===== src/hdl/balu_pkg.sv =====
// balu_pkg: shared types and constants for the bitwise integer alu
// operation codes, request and response beat structs; no dependencies
package balu_pkg;

  localparam int unsigned Width     = 32;
  localparam int unsigned HalfWidth = Width / 2;
  localparam int unsigned ShiftBits = 5;
  localparam int unsigned FuncBits  = 4;

  typedef enum logic [FuncBits-1:0] {
    FUNC_NEG   = 4'd0,
    FUNC_INC   = 4'd1,
    FUNC_DEC   = 4'd2,
    FUNC_ADD   = 4'd3,
    FUNC_SUB   = 4'd4,
    FUNC_MUL   = 4'd5,
    FUNC_SHL   = 4'd6,
    FUNC_SAR   = 4'd7,
    FUNC_SPLIT = 4'd8
  } balu_func_e;

  typedef struct packed {
    balu_func_e           func;
    logic [Width-1:0]     operand_a;
    logic [Width-1:0]     operand_b;
    logic [ShiftBits-1:0] shift_amount;
  } balu_req_t;

  typedef struct packed {
    logic [Width-1:0] result;
    logic [Width-1:0] result_low;
  } balu_rsp_t;

endpackage


===== src/hdl/bitwise_integer_alu.sv =====
// bitwise_integer_alu: three-stage pipelined 32-bit integer alu
// depends on balu_pkg for the beat structs and operation codes
//
// usage: a request beat (func, operand_a, operand_b, shift_amount) enters on
// in_valid_i/in_ready_o, one response beat (result, result_low) leaves on
// out_valid_o/out_ready_i per request, in request order.
// stages: 1 registers the simple results (neg, inc, dec, add, sub, shifts,
// split) and the three 16x16 partial products of the multiply; 2 folds the
// cross products into the low product and picks the result; 3 is the output
// register that holds the response until the receiver takes it.
// order: a request moves from stage 1 to stage 2 to the output register, and a
// stall can hold it in any of them before the receiver takes it.
// throughput: one beat per cycle while out_ready_i is high; each stage advances
// when it is empty or the stage after it advances, so bubbles are squeezed out during a stall.
// when out_ready_i is low the output holds and up to three beats stay in
// flight; in_ready_o drops only once all three stages are full.
// reset clears the stage valid bits only; the payload registers are not reset.
module bitwise_integer_alu (
  input  logic                clk_i,
  input  logic                rst_ni,
  input  logic                in_valid_i,
  output logic                in_ready_o,
  input  balu_pkg::balu_req_t in_req_i,
  output logic                out_valid_o,
  input  logic                out_ready_i,
  output balu_pkg::balu_rsp_t out_rsp_o
);
  import balu_pkg::*;

  // stage valid bits and advance enables
  logic v1_q, v2_q, v3_q;
  logic en1, en2, en3;

  // stage 1 payload
  balu_func_e             func1_q;
  logic [Width-1:0]       res1_d, res1_q;
  logic [Width-1:0]       low1_d, low1_q;
  logic [Width-1:0]       pp_ll_q;
  logic [HalfWidth-1:0]   pp_lh_q, pp_hl_q;

  // stage 2 payload
  logic [Width-1:0]       prod2;
  logic [HalfWidth-1:0]   cross2;
  logic [Width-1:0]       res2_d, res2_q;
  logic [Width-1:0]       low2_q;
  logic                   split2_q;

  // stage 3 payload
  balu_rsp_t              rsp3_q;

  assign en3        = v2_q && (!v3_q || out_ready_i);
  assign en2        = v1_q && (!v2_q || en3 || !v3_q || out_ready_i);
  assign en1        = in_valid_i && in_ready_o;
  assign in_ready_o = !v1_q || en2;

  // stage 1: everything but the multiply finishes here
  always_comb begin
    res1_d = '0;
    low1_d = '0;
    case (in_req_i.func)
      FUNC_NEG:   res1_d = Width'(0) - in_req_i.operand_a;
      FUNC_INC:   res1_d = in_req_i.operand_a + Width'(1);
      FUNC_DEC:   res1_d = in_req_i.operand_a - Width'(1);
      FUNC_ADD:   res1_d = in_req_i.operand_a + in_req_i.operand_b;
      FUNC_SUB:   res1_d = in_req_i.operand_a - in_req_i.operand_b;
      FUNC_SHL:   res1_d = in_req_i.operand_a << in_req_i.shift_amount;
      FUNC_SAR:   res1_d = Width'($signed(in_req_i.operand_a) >>> in_req_i.shift_amount);
      FUNC_SPLIT: begin
        res1_d = {in_req_i.operand_a[Width-1:HalfWidth], {HalfWidth{1'b0}}};
        low1_d = {{HalfWidth{1'b0}}, in_req_i.operand_a[HalfWidth-1:0]};
      end
      default:    res1_d = '0;
    endcase
  end

  always_ff @(posedge clk_i or negedge rst_ni) begin
    if (!rst_ni) begin
      v1_q <= 1'b0;
      v2_q <= 1'b0;
      v3_q <= 1'b0;
    end else begin
      if (in_ready_o) v1_q <= in_valid_i;
      if (!v2_q || en3 || out_ready_i || !v3_q) v2_q <= v1_q && en2 ? 1'b1 : (en3 ? 1'b0 : v2_q);
      if (!v3_q || out_ready_i) v3_q <= v2_q;
    end
  end

  always_ff @(posedge clk_i) begin
    if (en1) begin
      func1_q <= in_req_i.func;
      res1_q  <= res1_d;
      low1_q  <= low1_d;
      pp_ll_q <= in_req_i.operand_a[HalfWidth-1:0] * in_req_i.operand_b[HalfWidth-1:0];
      pp_lh_q <= HalfWidth'(in_req_i.operand_a[HalfWidth-1:0]
                            * in_req_i.operand_b[Width-1:HalfWidth]);
      pp_hl_q <= HalfWidth'(in_req_i.operand_a[Width-1:HalfWidth]
                            * in_req_i.operand_b[HalfWidth-1:0]);
    end
  end

  // stage 2: low product = ll + (lh + hl) << half
  assign cross2 = pp_lh_q + pp_hl_q;
  assign prod2  = pp_ll_q + {cross2, {HalfWidth{1'b0}}};
  assign res2_d = (func1_q == FUNC_MUL) ? prod2 : res1_q;

  always_ff @(posedge clk_i) begin
    if (en2) begin
      res2_q   <= res2_d;
      low2_q   <= low1_q;
      split2_q <= (func1_q == FUNC_SPLIT);
    end
  end

  // stage 3: output register
  always_ff @(posedge clk_i) begin
    if (en3) begin
      rsp3_q.result     <= res2_q;
      rsp3_q.result_low <= low2_q;
    end
  end

  assign out_valid_o = v3_q;
  assign out_rsp_o   = rsp3_q;

`ifndef NO_ASSERTIONS
  // only split produces a nonzero low half
  assert property (@(posedge clk_i) disable iff (!rst_ni)
    v2_q && !split2_q |-> low2_q == '0)
    else $error("low half nonzero outside split");

  // a held response is not overwritten
  assert property (@(posedge clk_i) disable iff (!rst_ni)
    v3_q && !out_ready_i |=> v3_q && $stable(rsp3_q))
    else $error("stalled response changed");

  // a full stage 2 with a stalled output keeps its beat
  assert property (@(posedge clk_i) disable iff (!rst_ni)
    v2_q && v3_q && !out_ready_i |=> v2_q && $stable(res2_q))
    else $error("stage 2 beat lost during stall");

  // input is refused only when every stage is full
  assert property (@(posedge clk_i) disable iff (!rst_ni)
    !in_ready_o |-> v1_q && v2_q && v3_q && !out_ready_i)
    else $error("input stalled with room in the pipeline");
`endif

endmodule

===== config.mk =====
export PLATFORM = sky130hd
export DESIGN_NAME = bitwise_integer_alu
export DESIGN_NICKNAME = d
export VERILOG_FILES = /design/src/hdl/balu_pkg.sv /design/src/hdl/bitwise_integer_alu.sv
export SDC_FILE = /design/constraint.sdc
export NUM_CORES = 2
export LEC_CHECK = 0
export ABC_AREA = 1
export BUFFER_PORTS_ARGS = -buffer_cell sky130_fd_sc_hd__buf_2
export CELL_PAD_IN_SITES_DETAIL_PLACEMENT = 0
export CELL_PAD_IN_SITES_GLOBAL_PLACEMENT = 1
export CORE_MARGIN = 2
export CORE_UTILIZATION = 43
export CTS_BUF_LIST = sky130_fd_sc_hd__clkbuf_4 sky130_fd_sc_hd__clkbuf_8 sky130_fd_sc_hd__clkbuf_16
export DETAILED_ROUTE_END_ITERATION = 10
export PLACE_DENSITY = 0.85
export SLEW_MARGIN = 20
export SYNTH_ARGS = -nofsm -noshare
export SYNTH_HDL_FRONTEND = slang
export SYNTH_SLANG_ARGS = --single-unit

===== constraint.sdc =====
create_clock -name clk_i -period 3.5 [get_ports clk_i]
set_clock_uncertainty 0.05 [all_clocks]
set_input_delay 0.35 -clock clk_i [delete_from_list [all_inputs] [get_ports clk_i]]
set_output_delay 0.35 -clock clk_i [all_outputs]
set_load 0.005 [all_outputs]

==> impl_metrics.py <==
metrics = {
    "status": {
        "status": "complete, but fails checks",
        "violations": "setup timing",
    },
    "synthesis": {
        "yosysSeqAreaShare_pct": 19.0,
        "syn_area_per_cell_sq_um": 7.22,
        "synthFlopType": "edfxtp_1",
        "yosysMostFrequentCell": "nand2_1",
        "synth_seq_cells": 215,
        "syn_inst": 4705,
        "syn-cell-area_sq_um": 34000,
        "synth_edf_count": 212,
        "netlist.area_leader.share_pct": 21.0,
        "async_flop_share_pct": 1.40,
        "yosysWarnings": 0,
        "synth_top_area_cell": "fa_1",
        "synthTopCellsByArea": "fa_1 21%, edfxtp_1 19%, nand2_1 15%",
        "synth_common_cells": "1325 x nand2_1, 976 x inv_1, 357 x fa_1",
        "synth.distinct_cells": 60,
    },
    "pwr": {
        "p_per_area_nw_per_um2": 1080,
        "p_total_uw": 49300,
        "vdd_drop_max_mv": 1.60,
        "p_leak_uw": 0.0237,
    },
    "routing": {
        "detail_route.vias_per_cell": 5.21,
        "dr.pass1.iters": 6,
        "ant_nets": 0,
        "drt-initial-drc-count": 2911,
        "vias": 33500,
        "wl_per_cell_um": 19.8,
        "wirelength_um": 127000,
        "drc_errors": 0,
    },
    "worst_setup_path": {
        "worstSetupStartpointType": "primary input",
        "crit_path_max_fanout": 4,
        "critPathLaunch": "in_req_i[52]",
        "path_class": "in -> reg",
        "endpoint_kind": "flip-flop",
        "r2r-start": "pp_lh_q[2]$_DFFE_PP_",
        "crit_required_ps": 3730,
        "cp.arrival_ps": 5210,
    },
    "cells_and_area": {
        "stdcell_area_sq_um": 45600,
        "drive_above_1_share_pct": 29.8,
        "seq_area_sq_um": 6440,
        "area_growth_pct": 34.4,
        "finish.utilization_pct": 58.1,
        "multi_input_area_sq_um": 26100,
        "n_antenna_cell": 0,
        "nets": 6065,
        "fillers": 7169,
    },
    "timing": {
        "fin_ws_ps": -1480,
        "tightest_slew_ps": 1030,
        "rsz0062_at_grt": "true",
        "relSlewSlack_pct": 30.9,
        "setup-violations-final": 53,
        "hold_violations": 0,
        "fmaxAchievable_ghz": 0.201,
        "setup_tns_ps": -50070,
        "slew_viol_final": 0,
        "final.period_utilization_pct": 142,
        "finalCriticalPeriod_ps": 4980,
    },
    "flow_run": {
        "max_cap_viol_count": 0,
    },
    "placement": {
        "placed_area_sq_um": 40800,
        "pre_cts_ws_ps": -2100,
        "hpwl_um": 104000,
        "gp_congestion": 0.975,
        "numPortBuffers": 126,
    },
    "floorplan": {
        "rows": 103,
        "core_area_sq_um": 78600,
        "die-area_sq_um": 81200,
        "fp.dieH_um": 285,
        "initial_core_util_pct": 43.2,
        "die_w_um": 285,
        "ioPinCount": 143,
    },
    "hold_path": {
        "hold_class": "in -> reg",
        "min_from": "in_req_i[71]",
    },
    "clock_tree": {
        "clock_path_buffers": 3,
        "clk_pin_slew_ps": 70,
        "cts_sinks": 215,
        "cts_tree": "yes",
        "cts-buffers-inserted": 21,
        "cts-root-buf": "clkbuf_16",
        "htreeDepth": 1,
        "insertion_delay_ps": 520,
    },
    "global_route": {
        "antenna_found_initial": 4,
        "grt_max_degree": 73,
        "grt_pass1_vias": 32900,
        "grt_pass1_wl_um": 192000,
        "grt_overflow": 0,
        "track_usage_pct": 30.8,
    },
}
[repair_timing]
item                                    in CTS  in global routing
cloned                                       4                  0
hold buffers                                 1                  0
pin swaps                                  230                238
endpoints found under the setup margin      80                 79
buffers inserted                            61                 49
resized for setup                          492                361
endpoints found under the hold margin        3                  0
[state kept, by name, summed over array words and instances (netlist names)]
| register | cells |
|---|---|
| out_rsp_o | 48 |
| pp_ll_q | 32 |
| res1_q | 32 |
| res2_q | 32 |
| low1_q | 16 |
| low2_q | 16 |
| pp_hl_q | 16 |
| pp_lh_q | 16 |
| func1_q | 4 |
| out_valid_o | 1 |
| v1_q | 1 |
| v2_q | 1 |
[metal layers]
layer	vias to the layer above	global-route usage, %	routed length [um]	part of all wire (%)
met5	-	0	8	0.0063
met4	2	8.12	3850	3.0
met3	192	4.98	10800	8.5
met1	16100	43.4	55400	43
li1	15900	-	-	-
met2	1336	49.2	57400	45
[layout by cell type (no fill, tap or decap), types with 115 or more instances in the layout]
cell type / count
ha_1: 180
inv_2: 141
fa_1: 325
nor2_1: 159
nand3_1: 264
a21oi_1: 115
nand2_1: 1188
edfxtp_1: 212
buf_4: 600
inv_1: 851
[path summary, 6_finish.rpt]
path	end	slack, ps	depth (start not counted)
min in group asynchronous	v2_q$_DFFE_PN0P_	110	2
worst max register to register	res2_q[22]$_DFFE_PP_	190	13
worst min register to register	out_rsp_o[11]$_DFFE_PP_	360	0
worst max-delay path	pp_ll_q[29]$_DFFE_PP_	-1480	23
worst min-delay path	func1_q[2]$_DFFE_PP_	50	1
max in group asynchronous	v1_q$_DFFE_PN0N_	3170	2
[cell type report]
cell class / count / area share [%]
clock inverter: 15 / 0.324
clock buffer: 23 / 1.18
timing repair buffer: 855 / 16.1
multi-input combinational: 3272 / 57.1
inverter: 1001 / 8.27
tap: 1050 / 2.88
sequential: 215 / 14.1
[where the power goes]
part | internal, uW | switching (uW)
clock | 1280 | 992
combinational | 19600 | 22700
sequential | 4480 | 280
total | 25300 | 24000
[critical path, stage by stage]
cell and delay, ps:
buf_2 190, nand2_1 110, fa_1 560, fa_2 600, inv_2 40, fa_1 550, fa_2 460, fa_1 530
inv_1 60, fa_1 510, inv_2 50, ha_4 290, nand2_4 60, inv_4 60, nand2_4 50, nor3_4 180
nand4_1 140, nand3_2 100, nand2_2 60, nand2_2 80, nand3_2 80, nand3_2 60, nand2_1 50
[through the flow]
step	hold slack [ps]	std cells
after floorplan	4.41	4720
after global placement	97.2	6304
after detailed placement	103	6304
after CTS	29.4	6394
after global routing	23.6	6431
final	52.3	6431
[logic make-up (layout without fill, tap and decap cells)]
logic type / count (synthesis) / count (layout) / share of synthesized area (%)
adders and majority gates: 622 / 622 / 30.8
other: 1 / 16 / 0.0110
xor gates and xnor gates: 90 / 90 / 2.32
DFF: 215 / 215 / 19.0
buffers and inverters: 1233 / 1894 / 14.2
muxes: 4 / 4 / 0.118
AOI/OAI and AO/OA: 532 / 532 / 8.87
and+or+nand+nor: 2008 / 2008 / 24.7
No activity file was read; power rests on OpenSTA's default activity.
